### src/design/assert_macros.svh
// ----------------------------------------------------------------------------
// assertion macros
// shared concurrent assertion wrappers, compiled out with NO_ASSERTIONS
// ----------------------------------------------------------------------------
`ifndef ASSERT_MACROS_SVH
`define ASSERT_MACROS_SVH
`ifndef NO_ASSERTIONS
`define ASSERT_IMP(label, clk, rst_n, a, c) \
    label: assert property (@(posedge clk) disable iff (!rst_n) (a) |-> (c)) \
        else $error("assertion failed");
`define ASSERT_NXT(label, clk, rst_n, a, c) \
    label: assert property (@(posedge clk) disable iff (!rst_n) (a) |=> (c)) \
        else $error("assertion failed");
`else
`define ASSERT_IMP(label, clk, rst_n, a, c)
`define ASSERT_NXT(label, clk, rst_n, a, c)
`endif
`endif

### src/design/mphf_pkg.sv
// ----------------------------------------------------------------------------
// mphf package
// shared types and constants of the minimal perfect hash lookup core
// ----------------------------------------------------------------------------
package mphf_pkg;
    localparam logic [31:0] FNV_BASIS = 32'h811c9dc5;
    localparam logic [31:0] FNV_PRIME = 32'h01000193;

    localparam logic [1:0] OP_LOOKUP = 2'd0;
    localparam logic [1:0] OP_WR_DISP = 2'd1;
    localparam logic [1:0] OP_WR_FP = 2'd2;
    localparam logic [1:0] OP_WR_VAL = 2'd3;

    localparam logic [2:0] ST_FOUND = 3'd0;
    localparam logic [2:0] ST_BAD_COUNT = 3'd1;
    localparam logic [2:0] ST_FP_MISMATCH = 3'd2;
    localparam logic [2:0] ST_VALUE_RANGE = 3'd3;
    localparam logic [2:0] ST_WRITTEN = 3'd4;
    localparam logic [2:0] ST_INDEX_RANGE = 3'd5;

    localparam logic [1:0] CFG_BUCKETS = 2'd0;
    localparam logic [1:0] CFG_ENTRIES = 2'd1;
    localparam logic [1:0] CFG_UNIQUE = 2'd2;

    typedef struct packed {
        logic [1:0]  operation;
        logic [13:0] table_index;
        logic [15:0] table_data;
        logic [3:0]  stroke_count;
        logic [31:0] stroke_0;
        logic [31:0] stroke_1;
        logic [31:0] stroke_2;
        logic [31:0] stroke_3;
        logic [31:0] stroke_4;
        logic [31:0] stroke_5;
        logic [31:0] stroke_6;
        logic [31:0] stroke_7;
    } t_req;

    typedef struct packed {
        logic [2:0]  status;
        logic [15:0] value_id;
        logic [13:0] slot;
    } t_rsp;

    typedef enum logic [3:0] {
        S_IDLE, S_HASH, S_MOD, S_RD_DISP, S_RD_SLOT, S_CHECK, S_DONE
    } t_state;
endpackage

### src/design/mphf_fnv.sv
// ----------------------------------------------------------------------------
// mphf fnv unit
// one fnv-1a byte step per cycle while i_step is high, on a 32-bit accumulator
// ----------------------------------------------------------------------------
module mphf_fnv (
    input  logic        i_clk,
    input  logic        i_load,
    input  logic [31:0] i_init,
    input  logic        i_step,
    input  logic [7:0]  i_byte,
    output logic [31:0] o_hash
);
    import mphf_pkg::*;
    logic [31:0] r_hash;
    logic [31:0] n_hash;

    always_comb begin
        n_hash = r_hash;
        if (i_load) begin
            n_hash = i_init;
        end else if (i_step) begin
            n_hash = (r_hash ^ {24'd0, i_byte}) * FNV_PRIME;
        end
    end

    always_ff @(posedge i_clk) begin
        r_hash <= n_hash;
    end

    assign o_hash = r_hash;
endmodule

### config.mk
export PLATFORM = sky130hd
export DESIGN_NAME = mphf_fnv
export DESIGN_NICKNAME = d
export VERILOG_FILES = /design/src/design/assert_macros.svh /design/src/design/mphf_pkg.sv /design/src/design/mphf_fnv.sv
export SDC_FILE = /design/constraint.sdc
export NUM_CORES = 1
export LEC_CHECK = 0
export BUFFER_PORTS_ARGS = -buffer_cell sky130_fd_sc_hd__buf_2
export CORE_MARGIN = 4
export CORE_UTILIZATION = 40
export CTS_CLUSTER_SIZE = 14
export DETAILED_ROUTE_END_ITERATION = 8
export SLEW_MARGIN = 20
export SYNTH_ARGS = -nofsm -noshare
export SYNTH_HDL_FRONTEND = slang
export SYNTH_SLANG_ARGS = --single-unit
### constraint.sdc
create_clock -name i_clk -period 11.55 [get_ports i_clk]
set_input_delay 1.155 -clock i_clk [delete_from_list [all_inputs] [get_ports i_clk]]
set_output_delay 1.155 -clock i_clk [all_outputs]
set_load 0.02 [all_outputs]
==> metrics, run 1 <==
Post-route DRC 0; Worst Setup End Kind flop; Die X 140 um; IO Port Bufs 74; startpoint types input pin; CTS tree built; Clock Sinks 32; top cell type's share of synthesized area 32.9%; top_reg_cell synth edfxtp_1; fmax 156 MHz; Crit Path Max Fanout 6; dominant cells by area after synthesis ha_1 33%, fa_1 21%, edfxtp_1 14%, inv_1 9.0%, xnor2_1 2.8%; CP Cell Sequence buf_2, xor2_1, ha_1, ha_1, fa_1, ha_1, fa_1, ha_1, inv_1, fa_1, inv_1, ha_1, nand3_1, a211oi_1, a21oi_1, o21ai_1, a21oi_1, o21a_1, o221a_2; Worst-path clk slew 60 ps; total routed wirelength 16900 um; routed via count 5079; WL/cell 16.8 um; outcome completed; Final HPWL DP 14200 um; CTS H-tree lvls 2; slowest stage delay, CP 570 ps; Post-Syn Nets 1008; Final TNS setup 0 ps; Setup WS pre-CTS 4840 ps; Synth async-reset ratio 0%; Seq/Total Area, Yosys 13.7%; Placement Cell Area 7640 um2; routability cong. 0.859; initial antenna violation count 0; largest net degree at the start of global routing 55; Slew Limit Fails 0; DRT Pass-1 Iters 4; WS Path Type input pin to flop; Die Ht 140 um; clk_skew 10.5 ps; GRT Overall Usage 17.7%; # setup viols final 0; cell total after placement 1001; FP Rows 48; Yosys cell types 48; number of flip-flops in the largest register 32; # Post-CTS Setup Buffers 0; top-count cell post-synth ha_1; n_diodes 0; minimum clock period 6410 ps; Tightest Hold Check Type flop to flop; area leader, netlist ha_1; DRT iter0 DRCs 190; Synth Warn # 0; RSZ-0062 raised after global routing false; total grt overflow 0; core footprint 17200 um2; Clk Latency, worst-skew pair 300 ps; Top-Level Pins 75; CTS max path bufs 2; share of cells above drive strength 1 12.6%; setup ws final 5140 ps; post-route insts no fill 1008; vias in the first global route 5345; Synth Register Bits 32; final hold vios 0; commonest cells in the netlist 184 x ha_1, 167 x inv_1, 74 x fa_1; vias per inst 5.04; die area 19700 um2; Avg Cell Area, Syn 9.90 um2; cts repair resizes 0; Initial Util 40.6%; first-pass GRT wire length 27300 um; Post-Syn Instances 707; max cap viols 0; Worst Tran Pin Value 906 ps; Post-DRT Antenna Nets 0; Slowest-stage cell, CP xor2_1; Tcrit/Tclk final 55.5%; Slew headroom 39.6%; P&R area growth vs syn 11.0%; Post-synth EDFFs 32; Critical Path RT 11590 ps; mapped cell area 7000 um2; CTS Buf Count 5; nets 1084; Arr. time, crit path 6460 ps; final instance area 7770 um2; root buf cell clkbuf_16; hold buffer count at cts 0; CP most frequent cell ha_1
[metrics by stage]
| stage | hold WS [ps] | util [%] |
|---|---|---|
| 5_1_grt | 988 | 45.1 |
| 2_1_floorplan | 1060 | - |
| 3_3_place_gp | 937 | 44.3 |
| 6_report | 954 | 45.1 |
| 3_5_place_dp | 939 | 44.3 |
| 4_1_cts | 954 | 45.1 |
[final cells by class]
cell class                 count  area [um2]
inverter                     167         627
multi-input combinational    501        5390
clock inverter                 2        7.51
sequential                    32         961
tap                          225         282
timing repair buffer          76         385
clock buffer                   5         125
fill                        1709        9460
[critical path, delay by kind of cell]
kind            cells  cell delay [ps]
compound gates      6             1340
xor+xnor            1              570
simple gates        1              130
buf+inv             3              190
fa+ha+maj           8             3060
[path summary, 6_finish.rpt]
path / startpoint / endpoint / slack, ps / cells after the start
max reg2reg: o_hash[6]$_DFFE_PP_ / o_hash[24]$_DFFE_PP_ / 5690 / 18
max: i_byte[6] / o_hash[24]$_DFFE_PP_ / 5140 / 19
min: o_hash[0]$_DFFE_PP_ / o_hash[0]$_DFFE_PP_ / 950 / 3
min reg2reg: o_hash[0]$_DFFE_PP_ / o_hash[0]$_DFFE_PP_ / 950 / 3
[routing by layer]
metal	wire length [um]	up-vias	track usage, %
met4	346	0	4.28
met3	640	19	2.36
met5	0	-	0
met2	8120	79	30.9
li1	-	2528	-
met1	7790	2453	23.3
[placed cells by master (no fill, tap or decap), types with 3 or more instances in the layout]
master | netlist | layout
o21a_1 | 5 | 5
inv_1 | 167 | 167
mux2_2 | 6 | 6
o221a_2 | 4 | 4
nand2_1 | 39 | 39
o21ai_0 | 26 | 26
a21boi_0 | 3 | 3
and2_1 | 6 | 6
buf_2 | 0 | 74
xor2_1 | 21 | 21
edfxtp_1 | 32 | 32
a211oi_1 | 7 | 7
clkbuf_16 | 0 | 5
fa_1 | 74 | 74
o31ai_1 | 6 | 6
or2_2 | 4 | 4
nor3_1 | 3 | 3
a21oi_1 | 25 | 25
xnor2_1 | 22 | 22
and3_1 | 5 | 5
o211ai_1 | 5 | 5
nor2_1 | 9 | 9
nand3_1 | 4 | 4
ha_1 | 184 | 184
a21o_1 | 12 | 12
[kinds of logic after synthesis]
group | synth area share (%)
muxes | 0.965
xor gates and xnor gates | 5.38
AOI/OAI and AO/OA | 11.3
buffers and inverters | 9.33
adders and majority gates | 54.1
and+or+nand+nor | 5.24
DFF | 13.7
Power of run 1 is not shown: default switching activity piles up to over one toggle a cycle in this logic, so the estimate is an artifact.
==> run 2, diff against run 1 <==
- ABC_AREA: unset -> 1
- clock period: 11.55 -> 5.4 ns (I/O delays scaled with it)
==> metrics, run 2 <==
final hold vios 0; startpoint types flop; Tightest Hold Check Type input pin to flop; Worst Setup End Kind flop; Post-route DRC 0; Worst-path clk slew 60 ps; compound-cell area share of the yosys netlist 5.77%; met1 Use GR 29.3%; max cap viols 0; die area 21800 um2; CTS tree built; CTS Buf Count 5; WL/cell 16.0 um; n_diodes 0; Synth Warn # 0; WS Path Type flop to flop; core footprint 19000 um2; total routed wirelength 21700 um; Simple-Gate Fraction of Synth Area 20.4%; Die X 148 um; largest family of logic cells by synthesized area adder cells; DRT Pass-1 Iters 5; Arr. time, crit path 5190 ps; Worst Tran Pin Value 998 ps; # setup viols final 0; Post-DRT Antenna Nets 0; GR Layer Usage met2 34.8%; first-pass GRT wire length 35100 um; top-count cell post-synth nand2_1; routability cong. 0.906; RSZ-0062 raised after global routing true; top cell type's share of synthesized area 29.5%; Avg Cell Area, Syn 7.90 um2; top_reg_cell synth edfxtp_1; met3 Usage GRT 2.64%; adder-cell share of the synthesized area 48.5%; Post-Syn Nets 1289; Top-Level Pins 75; outcome completed; mapped cell area 7800 um2; Clock Sinks 32; Die Ht 148 um; commonest non-fill, non-tap cell in the layout nand2_1; vias in the first global route 6708; fmax 194 MHz; filler instances 1988; commonest cells in the netlist 230 x nand2_1, 225 x inv_1, 184 x ha_1; P&R area growth vs syn 15.0%; CTS H-tree lvls 2; routed via count 6560; Seq/Total Area, Yosys 12.3%; most frequent cells in the layout 229 x nand2_1, 225 x inv_1, 183 x ha_1, 74 x fa_1, 74 x buf_2; IO Port Bufs 74; Slew headroom 33.1%; share of cells above drive strength 1 13.7%; gr busiest metal met2; Initial Util 41.2%; Yosys cell types 34; final core utilization 47.3%; GRT Overall Usage 20.7%; mux share of post-synthesis cell area 0%; XOR/XNOR share of the synthesized area 1.80%; total grt overflow 0; Crit Path Max Fanout 4; clk_skew 4.27 ps; FF-to-FF path depth 21; Final HPWL DP 18900 um; Post-synth EDFFs 32; area leader, netlist ha_1; largest net degree at the start of global routing 39; number of flip-flops in the largest register 32; Hold Path Depth 3; Synth async-reset ratio 0%; FP Rows 50; initial antenna violation count 0; minimum clock period 5150 ps; dominant cells by area after synthesis ha_1 29%, fa_1 19%, edfxtp_1 12%, nand2_1 11%, inv_1 11%; hold_ws 511 ps; CTS max path bufs 2; root buf cell clkbuf_16; Critical Path RT 5440 ps; Slew Limit Fails 0; Post-Syn Instances 988; Clk Latency, worst-skew pair 300 ps; vias per inst 4.82; Synth Register Bits 32; Tcrit/Tclk final 95.3%; DRT iter0 DRCs 323; nets 1402
[run 2: cell count changes after synthesis, moves of 9 or more]
| cell | change |
|---|---|
| nand2_1 | +191 |
| inv_1 | +58 |
| nand3_1 | +50 |
| nor2_1 | +31 |
| xnor2_1 | -18 |
| nand4_1 | +12 |
| a21o_1 | -9 |
| xor2_1 | -9 |
[run 2: timing repair]
| action | 4_1_cts | 5_1_grt |
|---|---|---|
| setup endpoints to repair | 0 | 17 |
| gates resized for setup | 0 | 8 |
| buffers inserted | 0 | 1 |
| hold buffers | 0 | 0 |
[run 2: metrics by stage]
| stage | area, um2 | instances | setup WS [ps] | setup TNS, ps |
|---|---|---|---|---|
| detailed placement | 8750 | 1353 | -165 | -1470 |
| finish | 8970 | 1362 | 252 | 0 |
| floorplan | 7800 | 988 | 428 | 0 |
| CTS | 8920 | 1361 | 80.2 | 0 |
| global route | 8970 | 1362 | -12.2 | -12.2 |
| global placement | 8750 | 1353 | -118 | -785 |
[run 2: area by class of cell]
class                   count  area (um2)  share of cell area [%]
multi-input cells         722        6010                    67.0
flip-flops and latches     32         961                    10.7
clock inverters             3        37.5                   0.418
repair buffers            112         656                    7.31
clock buffers               5         125                    1.39
well taps                 260         325                    3.63
inverters                 228         856                    9.54
[run 2: cell families (layout without fill, tap and decap cells)]
| logic type | count (synthesis) | after routing |
|---|---|---|
| AND/OR/NAND/NOR | 372 | 372 |
| adder cells (fa/ha/maj) | 258 | 258 |
| buffers and inverters | 234 | 348 |
| AO/OA/AOI/OAI | 76 | 76 |
| flip-flops | 32 | 32 |
| XOR/XNOR | 16 | 16 |
[run 2: worst paths after layout]
kind / start / endpoint / slack [ps]
worst min register to register: o_hash[0]$_DFFE_PP_ / o_hash[0]$_DFFE_PP_ / 920
worst max register to register: o_hash[4]$_DFFE_PP_ / o_hash[21]$_DFFE_PP_ / 250
worst min-delay path: i_init[1] / o_hash[1]$_DFFE_PP_ / 510
worst max-delay path: o_hash[4]$_DFFE_PP_ / o_hash[21]$_DFFE_PP_ / 250
[run 2: layer usage]
| metal | part of all wire (%) | wire length [um] | vias up |
|---|---|---|---|
| met5 | 0 | 0 | - |
| met2 | 46 | 10100 | 112 |
| met3 | 3.9 | 853 | 14 |
| met4 | 0.88 | 191 | 0 |
| li1 | - | - | 3365 |
| met1 | 49 | 10600 | 3069 |
[run 2: worst max-delay path, cell delays in order (launching register included)]
cell and delay, ps:
edfxtp_1 430, xnor2_2 230, inv_1 110, ha_1 280
ha_1 310, fa_1 460, ha_1 240, fa_1 510
ha_1 300, inv_1 50, fa_1 530, inv_1 40
ha_1 330, nand2_1 100, inv_1 120, nand2_1 150
nor2_1 180, nand4_1 150, nand3_1 120, nand2_1 50
nand3_1 110, nand2_1 80
Power of run 2 is left out for the same reason.
==> run 3, diff against run 2 <==
- BUFFER_PORTS_ARGS: -buffer_cell sky130_fd_sc_hd__buf_2 -> unset
- DONT_BUFFER_PORTS: unset -> 1
==> metrics, run 3 (same netlist as run 2, synthesis figures left out) <==
total grt overflow 0; WL/cell 16.4 um; number of flip-flops in the largest register 32; FF-to-FF Start o_hash[4]$_DFFE_PP_; Slowest-stage cell, CP fa_1; fmax 195 MHz; Crit Path Max Fanout 4; FF-to-FF path depth 20; hold_ws 424 ps; final hold vios 0; max cap viols 0; Clk Latency, worst-skew pair 300 ps; Worst-path clk slew 60 ps; GRT Overall Usage 20.6%; largest net degree at the start of global routing 39; min-delay src i_init[1]; minimum clock period 5140 ps; core footprint 19000 um2; Clock Sinks 32; CP Cell Sequence xnor2_2, inv_1, ha_1, ha_1, fa_2, ha_1, fa_1, ha_1, inv_1, fa_1, inv_1, ha_4, a21o_4, a21oi_4, nand3_4, nand2_1, nand3_1, or2_1, nand3_1, nand2_1; routability cong. 0.930; # setup viols final 0; hold buffer count at cts 0; Hold Path Depth 2; routed via count 6359; WS Path Type flop to flop; sequential cell area 961 um2; Top-Level Pins 75; Multi-input gate area 6050 um2; Worst Tran Pin Value 926 ps; Slew headroom 37.9%; Arr. time, crit path 5180 ps; CTS max path bufs 2; hold worst-path end o_hash[1]$_DFFE_PP_; DRT iter0 DRCs 399; Setup WS pre-CTS -92.2 ps; slowest stage delay, CP 530 ps; share of cells above drive strength 1 8.17%; die area 21800 um2; final core utilization 45.4%; vias in the first global route 6706; Slew Limit Fails 0; Final HPWL DP 18600 um; setup ws final 260 ps; Reg2Reg Setup Slack 260 ps; Die Ht 148 um; Post-route DRC 0; Tcrit/Tclk final 95.2%; vias per inst 4.94; initial antenna violation count 0; Tightest Hold Check Type input pin to flop; P&R area growth vs syn 10.3%; clk_skew 6.00 ps; outcome completed; Initial Util 41.2%; CTS Buf Count 5; FP Rows 50; most frequent cells in the layout 229 x nand2_1, 225 x inv_1, 182 x ha_1, 73 x fa_1, 54 x nand3_1; first-pass GRT wire length 35200 um; Post-DRT Antenna Nets 0; Placement Cell Area 8380 um2; nets 1328; startpoint types flop; n_diodes 0; root buf cell clkbuf_16; CTS H-tree lvls 2; final instance area 8610 um2; FF-to-FF End o_hash[17]$_DFFE_PP_; Critical Path RT 5440 ps; CTS tree built; DRT Pass-1 Iters 5; total routed wirelength 21200 um; Worst Setup End Kind flop; filler instances 1967; Die X 148 um; commonest non-fill, non-tap cell in the layout nand2_1; CP most frequent cell ha_1; IO Port Bufs 0
[run 3: stage by stage]
stage               setup TNS, ps  std cells
floorplan                       0        988
global placement            -73.8       1279
detailed placement           -233       1279
CTS                             0       1287
global route                -5.93       1288
finish                          0       1288
[run 3: critical path: cells and delay by family (launching register included)]
| family | cells | cell delay [ps] |
|---|---|---|
| AOI/OAI and AO/OA | 2 | 440 |
| xor gates and xnor gates | 1 | 270 |
| adders and majority gates | 8 | 2870 |
| buffers and inverters | 3 | 200 |
| DFF | 1 | 450 |
| and+or+nand+nor | 6 | 660 |
[run 3: what timing repair did]
action                                  4_1_cts  5_1_grt
setup buffers                                 0        1
gates resized for setup                       0       14
endpoints found under the setup margin        0       17
[run 3: metal layers]
metal  vias to the layer above  wire length, um  global-route usage [%]
met1                      3006             9950                    28.8
met2                       127             9970                    34.9
met4                         0              127                    2.56
li1                       3218                -                       -
met5                         -                0                       0
met3                         8             1110                    3.00
[run 3: cell type report]
type	count	area share [%]
Inverter	228	9.94
Sequential cell	32	11.2
Clock buffer	5	1.45
Tap cell	260	3.78
Timing Repair Buffer	38	3.31
Multi-Input combinational cell	722	70.2
Clock inverter	3	0.160
[run 3: how the worst max path moves through the flow]
| stage | start | end | slack [ps] | cells past startpoint |
|---|---|---|---|---|
| 3_5_place_dp | i_byte[4] | o_hash[17]$_DFFE_PP_ | -90 | 20 |
| 3_3_place_gp | i_byte[4] | o_hash[17]$_DFFE_PP_ | -40 | 20 |
| 4_1_cts | o_hash[4]$_DFFE_PP_ | o_hash[17]$_DFFE_PP_ | 10 | 20 |
| 6_report | o_hash[4]$_DFFE_PP_ | o_hash[17]$_DFFE_PP_ | 260 | 20 |
| 5_1_grt | o_hash[4]$_DFFE_PP_ | o_hash[31]$_DFFE_PP_ | -6 | 22 |
| 2_1_floorplan | i_byte[4] | o_hash[23]$_DFFE_PP_ | 430 | 20 |
Power of run 3 is left out for the same reason.
