`config.mk`:
```
export PLATFORM = sky130hd
export DESIGN_NAME = mphf_mod
export DESIGN_NICKNAME = d
export VERILOG_FILES = /design/src/design/assert_macros.svh /design/src/design/mphf_pkg.sv /design/src/design/mphf_mod.sv
export SDC_FILE = /design/constraint.sdc
export NUM_CORES = 1
export LEC_CHECK = 0
export BUFFER_PORTS_ARGS = -buffer_cell sky130_fd_sc_hd__buf_2
export CAP_MARGIN = 20
export CORE_ASPECT_RATIO = 0.9
export CORE_MARGIN = 2
export CORE_UTILIZATION = 51
export DETAILED_ROUTE_END_ITERATION = 16
export PLACE_DENSITY = 0.75
export SLEW_MARGIN = 20
export SYNTH_ARGS = -nofsm -noshare
export SYNTH_HDL_FRONTEND = slang
export SYNTH_SLANG_ARGS = --single-unit
```
`constraint.sdc`:
```
create_clock -name i_clk -period 4.8 [get_ports i_clk]
set_input_delay 0 -clock i_clk [delete_from_list [all_inputs] [get_ports i_clk]]
set_output_delay 0 -clock i_clk [all_outputs]
set_load 0.02 [all_outputs]
```
`src/design/assert_macros.svh`:
```
// ----------------------------------------------------------------------------
// assertion macros
// shared concurrent assertion wrappers, compiled out with NO_ASSERTIONS
// ----------------------------------------------------------------------------
`ifndef ASSERT_MACROS_SVH
`define ASSERT_MACROS_SVH
`ifndef NO_ASSERTIONS
`define ASSERT_IMP(label, clk, rst_n, a, c) \
    label: assert property (@(posedge clk) disable iff (!rst_n) (a) |-> (c)) \
        else $error("assertion failed");
`define ASSERT_NXT(label, clk, rst_n, a, c) \
    label: assert property (@(posedge clk) disable iff (!rst_n) (a) |=> (c)) \
        else $error("assertion failed");
`else
`define ASSERT_IMP(label, clk, rst_n, a, c)
`define ASSERT_NXT(label, clk, rst_n, a, c)
`endif
`endif

```
`src/design/mphf_pkg.sv`:
```
// ----------------------------------------------------------------------------
// mphf package
// shared types and constants of the minimal perfect hash lookup core
// ----------------------------------------------------------------------------
package mphf_pkg;
    localparam logic [31:0] FNV_BASIS = 32'h811c9dc5;
    localparam logic [31:0] FNV_PRIME = 32'h01000193;

    localparam logic [1:0] OP_LOOKUP = 2'd0;
    localparam logic [1:0] OP_WR_DISP = 2'd1;
    localparam logic [1:0] OP_WR_FP = 2'd2;
    localparam logic [1:0] OP_WR_VAL = 2'd3;

    localparam logic [2:0] ST_FOUND = 3'd0;
    localparam logic [2:0] ST_BAD_COUNT = 3'd1;
    localparam logic [2:0] ST_FP_MISMATCH = 3'd2;
    localparam logic [2:0] ST_VALUE_RANGE = 3'd3;
    localparam logic [2:0] ST_WRITTEN = 3'd4;
    localparam logic [2:0] ST_INDEX_RANGE = 3'd5;

    localparam logic [1:0] CFG_BUCKETS = 2'd0;
    localparam logic [1:0] CFG_ENTRIES = 2'd1;
    localparam logic [1:0] CFG_UNIQUE = 2'd2;

    typedef struct packed {
        logic [1:0]  operation;
        logic [13:0] table_index;
        logic [15:0] table_data;
        logic [3:0]  stroke_count;
        logic [31:0] stroke_0;
        logic [31:0] stroke_1;
        logic [31:0] stroke_2;
        logic [31:0] stroke_3;
        logic [31:0] stroke_4;
        logic [31:0] stroke_5;
        logic [31:0] stroke_6;
        logic [31:0] stroke_7;
    } t_req;

    typedef struct packed {
        logic [2:0]  status;
        logic [15:0] value_id;
        logic [13:0] slot;
    } t_rsp;

    typedef enum logic [3:0] {
        S_IDLE, S_HASH, S_MOD, S_RD_DISP, S_RD_SLOT, S_CHECK, S_DONE
    } t_state;
endpackage

```
`src/design/mphf_mod.sv`:
```
// ----------------------------------------------------------------------------
// mphf modulo unit
// restoring remainder of a 32-bit value, one bit per cycle
// ----------------------------------------------------------------------------
module mphf_mod (
    input  logic        i_clk,
    input  logic        i_rst_n,
    input  logic        i_start,
    input  logic [31:0] i_num,
    input  logic [16:0] i_den,
    output logic        o_done,
    output logic [16:0] o_rem
);
    import mphf_pkg::*;
    logic [31:0] r_num;
    logic [16:0] r_rem;
    logic [5:0]  r_cnt;
    logic        r_busy;
    logic [17:0] w_sh;
    logic [17:0] w_sub;

    assign w_sh = {r_rem, r_num[31]};
    assign w_sub = w_sh - {1'b0, i_den};

    always_ff @(posedge i_clk) begin
        if (!i_rst_n) begin
            r_busy <= 1'b0;
            r_cnt <= '0;
        end else if (i_start) begin
            r_busy <= 1'b1;
            r_cnt <= 6'd32;
            r_num <= i_num;
            r_rem <= '0;
        end else if (r_busy) begin
            r_num <= {r_num[30:0], 1'b0};
            r_rem <= w_sub[17] ? w_sh[16:0] : w_sub[16:0];
            r_cnt <= r_cnt - 6'd1;
            if (r_cnt == 6'd1) begin
                r_busy <= 1'b0;
            end
        end
    end

    assign o_done = !r_busy && !i_start;
    assign o_rem = r_rem;
endmodule

```
==> metrics.md, run 1 <==
| Metric | Value |
|---|---|
| FF/Latch Area | `~1600 um^2` |
| Hold Violations, Final | `0` |
| Synthesis-stage register bit count | `56` |
| Clock Pin Slew Worst Setup and Hold Paths | `0.10 ns` |
| Cell Area, Synth | `between 3000 and 4000 um^2` |
| Compound-cell area share of the yosys netlist | `between 10% and 20%` |
| Clk_skew | `between 0.004 and 0.005 ns` |
| DRT antenna net count | `0` |
| Critical-path cell list | `ha_1, and2_2, nand4_1, or3_1, a211oi_2, o211ai_2, buf_4, or4b_2, nand4_1` |
| Die height | `81.9 um` |
| N_diodes | `0` |
| # rows | `28` |
| Max-cap violations | `0` |
| Multi-input gate area | `~1700 um^2` |
| Relative slew slack | `a little over a quarter` |
| Register area share after synthesis | `46.8%` |
| Critical Path RT | `roughly 5 ns` |
| Synth Area in Adders | `7.49%` |
| Max frequency | `between 0.3 and 0.4 GHz` |
| Synth Area in Simple Gates | `12.3%` |
| CP peak stage delay | `between 0.6 and 0.7 ns` |
| CTS tree | `built` |
| Non-Filler Instances | `around 510` |
| Synth Flop Type | `edfxtp_1` |
| Critical setup path kind | `flip-flop to flip-flop` |
| RSZ-0062 raised after global routing | `no` |
| Final Cycle Share | `about two thirds` |
| Post-Synth XOR/XNOR Area | `2.80%` |
| Worst hold path type | `input port to flip-flop` |
| YS warnings | `0` |
| WL final | `7480 um` |
| Starting Density | `about 53%` |
| Fillers | `approximately 510` |
| Syn-to-layout area delta | `24.7%` |
| DR iter-0 viols | `128` |
| Post-layout util | `between 60 and 70%` |
| Post-synthesis mux area share | `a little over an eighth` |
| Resize count post-CTS | `0` |
| Worst-Margin Slew | `1.10 ns` |
| GP Congestion | `~0.85` |
| Peak fanout along the critical path | `15` |
| H-tree depth | `2` |
| Mapped Cells | `roughly 320` |
| Total clock buffers created by CTS | `5` |
| Slowest cell on crit path | `or4b_2` |
| Drt drc | `0` |
| Synth cell types | `53` |
| EDFF count, synth | `slightly below 50` |
| DR vias | `between 2000 and 3000` |
| HPWL after detailed placement | `4930 um` |
| Final Net Count | `between 400 and 500` |
| Final setup TNS | `0 ns` |
| Cts hold-fix bufs | `32` |
| Largest family of logic cells by synthesized area | `multiplexers` |
| IO Count | `70` |
| Worst-Skew Late Latency | `slightly above 0.3 ns` |
| Min Tclk post-route | `between 3 and 4 ns` |
| Largest net degree at the start of global routing | `54` |
| Tot GR Track Use | `between 15 and 20%` |
| Status | `complete, no violations` |
| Post CTS Setup Buffer Count | `0` |
| First-pass GRT wire length | `roughly 12000 um` |
| Critical path capture point type | `flip-flop` |
| Syn_nets | `between 300 and 400` |
| Number of global-route vias before repair | `about 2600` |
| CTS sink count | `56` |
| Grt total ovfl | `0` |
| Critical Path AT | `roughly 3.5 ns` |
| Final Slew Violations | `0` |
| Core Region | `roughly 6600 um^2` |
| Input/output buffers | `between 60 and 70` |
| Inst Count DP | `approximately 470` |
| Die Width | `between 90 and 100 um` |
| Nature of the critical path startpoint | `flip-flop` |
| Static Leakage | `about 1.8 nW` |
| Mean cell area of the mapped netlist | `roughly 11 um^2` |
| Die area | `~7400 um^2` |
| Drt wl/cell | `around 15 um` |
| Max IR drop VDD | `~0.16 mV` |
| CTS root buf | `clkbuf_8` |
| Final setup violation count | `0` |
| Initial antenna violation count | `0` |
| TritonRoute pass-1 iters | `4` |
| Vias per cell | `roughly 5.4` |
| Power Density | `292 nW/um^2` |
| Most used cell, CP | `nand4_1` |
| Asr flop ratio synth | `0%` |
| Layout cells sized above 1 | `approximately 28%` |
| Clock Path Buffers | `2` |
[per-layer routing]
layer | track usage, % | wire, um
met1 | 24.5 | 3260
met2 | 34.0 | 3620
met3 | 5.14 | 510
met4 | 6.62 | 87
met5 | 0 | 0
[worst max-delay path, delay by kind of cell, from the launching register on]
kind | cells | cell delay, ns
AOI/OAI and AO/OA | 2 | 0.55
buffers and inverters | 1 | 0.33
adders and majority gates | 1 | 0.38
and+or+nand+nor | 5 | 1.47
DFF | 1 | 0.42
[registers in the layout (all words and copies together) (netlist names)]
| register | cells |
|---|---|
| r_cnt | 6 |
| r_busy | 1 |
| r_num | 32 |
| o_rem | 17 |
[cells in the final DEF (no fill, tap or decap), types with 7 or more instances in the layout]
master / netlist / final
ha_1: 19 / 19
dfxtp_1: 7 / 7
dlygate4sd3_1: 0 / 33
nand2_1: 15 / 15
buf_2: 1 / 69
xnor2_1: 9 / 9
nor3_1: 10 / 10
mux2i_1: 10 / 10
edfxtp_1: 49 / 49
inv_1: 24 / 24
nor2_1: 28 / 28
mux2_2: 31 / 31
a21oi_1: 18 / 18
o21ai_0: 12 / 12
a21o_1: 7 / 7
[area by class of cell]
type | count | share of cell area [%]
Multi-Input combinational cell | 225 | 39.6
Clock inverter | 3 | 0.495
Tap cell | 90 | 2.62
Inverter | 24 | 2.10
Sequential cell | 56 | 37.5
Clock buffer | 5 | 1.60
Timing Repair Buffer | 104 | 16.1
[report_power, final]
group	switching, mW	internal (mW)	leakage [nW]
clock	0.164	0.104	0.0445
sequential	0.0196	0.580	0.529
combinational	0.208	0.179	1.25
total	0.392	0.863	1.82
[cell usage after synthesis, types with 2 or more instances]
cell,n,area [um^2]
inv_1,24,90.1
a21oi_1,18,90.1
xor2_1,2,17.5
o21a_1,3,22.5
o211ai_1,2,15.0
edfxtp_1,49,1470
a21o_1,7,52.6
mux2_2,31,349
nor2_1,28,105
xnor2_1,9,78.8
o2111ai_1,3,26.3
and3_1,3,18.8
clkbuf_1,10,37.5
nand4_1,2,12.5
dfxtp_1,7,140
nand2b_1,5,31.3
and2_1,2,12.5
nor2b_1,4,25.0
or3b_1,2,17.5
o31a_1,2,17.5
o21bai_1,3,22.5
o21ai_0,12,60.1
nor3_1,10,50.1
a31oi_1,5,31.3
ha_1,19,238
mux2i_1,10,100
nand2_1,15,56.3
nand3_1,5,25.0
[logic make-up after synthesis]
kind of cell | Yosys count
adders and majority gates | 20
DFF | 56
AOI/OAI and AO/OA | 67
muxes | 42
buffers and inverters | 36
xor gates and xnor gates | 11
and+or+nand+nor | 85
[worst paths after layout]
check,startpoint,to,slack [ns],cells after the start
setup / recovery,o_rem[11],o_rem[16],1.50,9
hold / removal,i_den[0],o_rem[0],0.21,4
hold reg to reg,r_cnt[0],r_cnt[0],0.50,2
setup reg to reg,o_rem[11],o_rem[16],1.50,9
[per-stage QoR]
stage | power [mW] | hold WS [ns] | worst slack [ns] | cell area (um^2)
after CTS | 1.26 | 0.000135 | 1.51 | 4280
final | 1.25 | 0.206 | 1.50 | 4290
after floorplan | 0.880 | 0.154 | 1.59 | 3440
after global placement | 0.960 | 0.284 | 1.66 | 3870
after global routing | 1.32 | 0.215 | 1.31 | 4290
after detailed placement | 0.972 | 0.287 | 1.56 | 3870
Power figures use the tool's default switching activity.
==> run 2: changes to the inputs <==
--- a/config.mk
+++ b/config.mk
@@ -5,13 +5,14 @@
 export SDC_FILE = /design/constraint.sdc
 export NUM_CORES = 1
 export LEC_CHECK = 0
+export ABC_AREA = 1
 export BUFFER_PORTS_ARGS = -buffer_cell sky130_fd_sc_hd__buf_2
 export CAP_MARGIN = 20
 export CORE_ASPECT_RATIO = 0.9
 export CORE_MARGIN = 2
 export CORE_UTILIZATION = 51
 export DETAILED_ROUTE_END_ITERATION = 16
-export PLACE_DENSITY = 0.75
+export PLACE_DENSITY = 0.77
 export SLEW_MARGIN = 20
 export SYNTH_ARGS = -nofsm -noshare
 export SYNTH_HDL_FRONTEND = slang
==> constraint.sdc (replaced) <==
create_clock -name i_clk -period 2.8 [get_ports i_clk]
set_input_delay 0 -clock i_clk [delete_from_list [all_inputs] [get_ports i_clk]]
set_output_delay 0 -clock i_clk [all_outputs]
set_load 0.02 [all_outputs]
==> metrics.md, run 2 <==
| Metric | Value |
|---|---|
| Input/output buffers | `69 (unchanged)` |
| Min Tclk post-route | `2.32 ns (-0.975 ns)` |
| Max IR drop VDD | `0.287 mV (+83%)` |
| Critical setup path kind | `flip-flop to flip-flop` |
| N_diodes | `0 (unchanged)` |
| Max frequency | `0.431 GHz (+42%)` |
| Peak fanout along the critical path | `15 (unchanged)` |
| HPWL after detailed placement | `5700 um (+16%)` |
| Final Slew Violations | `0 (unchanged)` |
| Static Leakage | `2.31 nW (+27%)` |
| CTS sink count | `56 (unchanged)` |
| Post-layout util | `64.1% (-1.4 points)` |
| Critical path capture point type | `flip-flop` |
| Commonest cells after routing, fill and taps aside | `183 x nand2_1, 69 x buf_2, 67 x inv_1` |
| DP Area | `4070 um^2 (+5.1%)` |
| Synth cell types | `29 (-45%)` |
| Starting Density | `52.0% (-0.53 points)` |
| Register area share after synthesis | `44.2% (-2.6 points)` |
| Asr flop ratio synth | `0% (unchanged)` |
| # rows | `29 (+3.6%)` |
| Mapped Cells | `493 (+56%)` |
| GP Congestion | `0.895 (+5.2%)` |
| Grt total ovfl | `0 (unchanged)` |
| Vias per cell | `4.97 (-7.7%)` |
| Cts hold-fix bufs | `33 (+3.1%)` |
| Post CTS Setup Buffer Count | `0 (unchanged)` |
| Die Width | `93.1 um (+2.7%)` |
| R2r worst-path depth | `11 (+2)` |
| Max layer used | `met4` |
| Mean cell area of the mapped netlist | `7.39 um^2 (-32%)` |
| Max FFs per register | `32 (unchanged)` |
| WL met2 | `4380 um (+21%)` |
| Area leader, netlist | `edfxtp_1` |
| Max-cap violations | `0 (unchanged)` |
| Launching point of the worst reg2reg path | `o_rem[11]` |
| Total clock buffers created by CTS | `5 (unchanged)` |
| Synth Flop Type | `edfxtp_1` |
| WL final | `8560 um (+15%)` |
| Hold Crit Start | `i_den[0]` |
| Relative slew slack | `47.4% (+21 points)` |
| Reg-to-Reg End | `o_rem[1]` |
| Fillers | `643 (+25%)` |
| Most frequent cell after synthesis | `nand2_1` |
| Met3 routed WL | `463 um (-9.2%)` |
| Die area | `7830 um^2 (+5.5%)` |
| Status | `complete, no violations` |
| YS warnings | `0 (unchanged)` |
| Hold Violations, Final | `0 (unchanged)` |
| Final setup TNS | `0 ns (unchanged)` |
| Largest net degree at the start of global routing | `51 (-5.6%)` |
| Hold EP | `o_rem[0]` |
| Clock Path Buffers | `2 (unchanged)` |
| Critical Path RT | `2.88 ns (-2.10 ns)` |
| Syn-to-layout area delta | `23.3%` |
| CTS root buf | `clkbuf_8` |
| Worst-Skew Late Latency | `0.31 ns (about the same)` |
| Synthesis-stage register bit count | `56 (unchanged)` |
| Worst hold path type | `input port to flip-flop` |
| Critical Path AT | `2.40 ns (-1.07 ns)` |
| Worst-Margin Slew | `0.788 ns (-0.311 ns)` |
| Initial antenna violation count | `0 (unchanged)` |
| DR vias | `3411 (+25%)` |
| Core Region | `7000 um^2 (+6.9%)` |
| Nature of the critical path startpoint | `flip-flop` |
| Final setup violation count | `0 (unchanged)` |
| TritonRoute pass-1 iters | `4 (unchanged)` |
| Final Cell Area | `4490 um^2 (+4.6%)` |
| Min-Delay Path Depth | `5 (+1)` |
| M1 wire length | `3560 um (+9.2%)` |
| Tot GR Track Use | `23.0% (+3.2 points)` |
| Drt drc | `0 (unchanged)` |
| DR iter-0 viols | `167 (+30%)` |
| Most frequent cells after synthesis | `183 x nand2_1, 67 x inv_1, 59 x nor2_1, 49 x edfxtp_1, 36 x nand3_1` |
| Clk_skew | `0.00772 ns (+0.00347 ns)` |
| IO Count | `70 (unchanged)` |
| First-pass GRT wire length | `14700 um (+26%)` |
| Die height | `84.2 um (+2.7%)` |
| R2r setup slk | `0.48 ns (-1.03 ns)` |
| Biggest register | `r_num` |
| Drt wl/cell | `12.5 um (-15%)` |
| DRT antenna net count | `0 (unchanged)` |
| Synth area leaders | `edfxtp_1 40%, nand2_1 19%, inv_1 6.9%` |
| Most common cell after layout, fill and taps aside | `nand2_1` |
| Resize count post-CTS | `0 (unchanged)` |
| Final Net Count | `665 (+36%)` |
| Clock Pin Slew Worst Setup and Hold Paths | `0.10 ns (about the same)` |
| Synth top area share | `40.4% (-2.3 points)` |
| Final Cycle Share | `82.9% (+14 points)` |
| Layout cells sized above 1 | `16.7% (-11 points)` |
| H-tree depth | `2 (unchanged)` |
| RSZ-0062 raised after global routing | `no` |
| Number of global-route vias before repair | `3321 (+30%)` |
| Power Density | `483 nW/um^2 (+65%)` |
| CTS tree | `built` |
| EDFF count, synth | `49 (unchanged)` |
| Cell Area, Synth | `3640 um^2 (+5.8%)` |
| Syn_nets | `565 (+45%)` |
| Min Hold Slack | `0.221 ns (+0.0149 ns)` |
## run 2: cell types whose count changed in the layout (fill, tap and decap cells not counted), sizes merged, moves of 4 or more
cell    before  now
nor2        28   64
mux2        32    0
inv         25   69
nand2b       5    0
nand2       15  191
mux2i       10    0
nor2b        4    0
nor3        10    6
xor2         2    7
xnor2        9    1
a21o         7    0
a31oi        5    0
o21ai       12    8
nand3        5   37
## run 2: layer usage
metal / vias to the layer above / global-route usage [%]
li1: 1747 / -
met1: 1537 / 28.3
met2: 110 / 41.2
met3: 17 / 3.86
met4: 0 / 6.95
met5: - / 0
## run 2: worst max path at each step
stage,cells after the start,from,end,slack [ns]
after floorplan,2,r_busy,o_rem[0],0.55
after global placement,13,o_rem[1],o_rem[2],0.57
after detailed placement,13,o_rem[1],o_rem[1],0.48
after CTS,13,o_rem[1],o_rem[1],0.47
after global routing,13,o_rem[1],o_rem[1],0.32
final,11,o_rem[11],o_rem[1],0.48
## run 2: logic make-up after synthesis
| group | Yosys count | synth area share, % |
|---|---|---|
| compound gates | 25 | 3.68 |
| xor+xnor | 8 | 1.92 |
| fa+ha+maj | 20 | 7.08 |
| buf+inv | 81 | 8.83 |
| flops | 56 | 44.2 |
| simple gates | 303 | 34.2 |
## run 2: layout make-up
type                            count  area (um^2)  area share (%)
Tap cell                           93          116            2.59
Inverter                           69          259            5.77
Timing Repair Buffer              105          698            15.5
Clock buffer                        6         72.6            1.62
Multi-Input combinational cell    356         1720            38.2
Clock inverter                      2         16.3           0.362
Sequential cell                    56         1610            35.9
## run 2: worst max-delay path: stages, from the launching register on
cell and delay [ns]:
edfxtp_1 0.44, ha_1 0.38, a21oi_1 0.23, nand2_1 0.12, nand2_1 0.07, nand2_1 0.05, nor2_2 0.12, nand2_1 0.11
nand2_2 0.26, nand2_1 0.15, nor2_1 0.11, nor2_1 0.05
## run 2: report_power, final
group | leakage, nW | switching [mW] | internal (mW) | total, mW
Clock | 0.0414 | 0.277 | 0.179 | 0.456
Sequential | 0.532 | 0.0347 | 0.993 | 1.03
Combinational | 1.74 | 0.424 | 0.261 | 0.685
## run 2: metrics by stage
stage / setup slack [ns] / power [mW] / std cells
6_report: 0.480 / 2.17 / 687
3_5_place_dp: 0.483 / 1.69 / 646
2_1_floorplan: 0.546 / 1.52 / 493
4_1_cts: 0.470 / 2.17 / 687
3_3_place_gp: 0.571 / 1.67 / 646
5_1_grt: 0.315 / 2.31 / 687
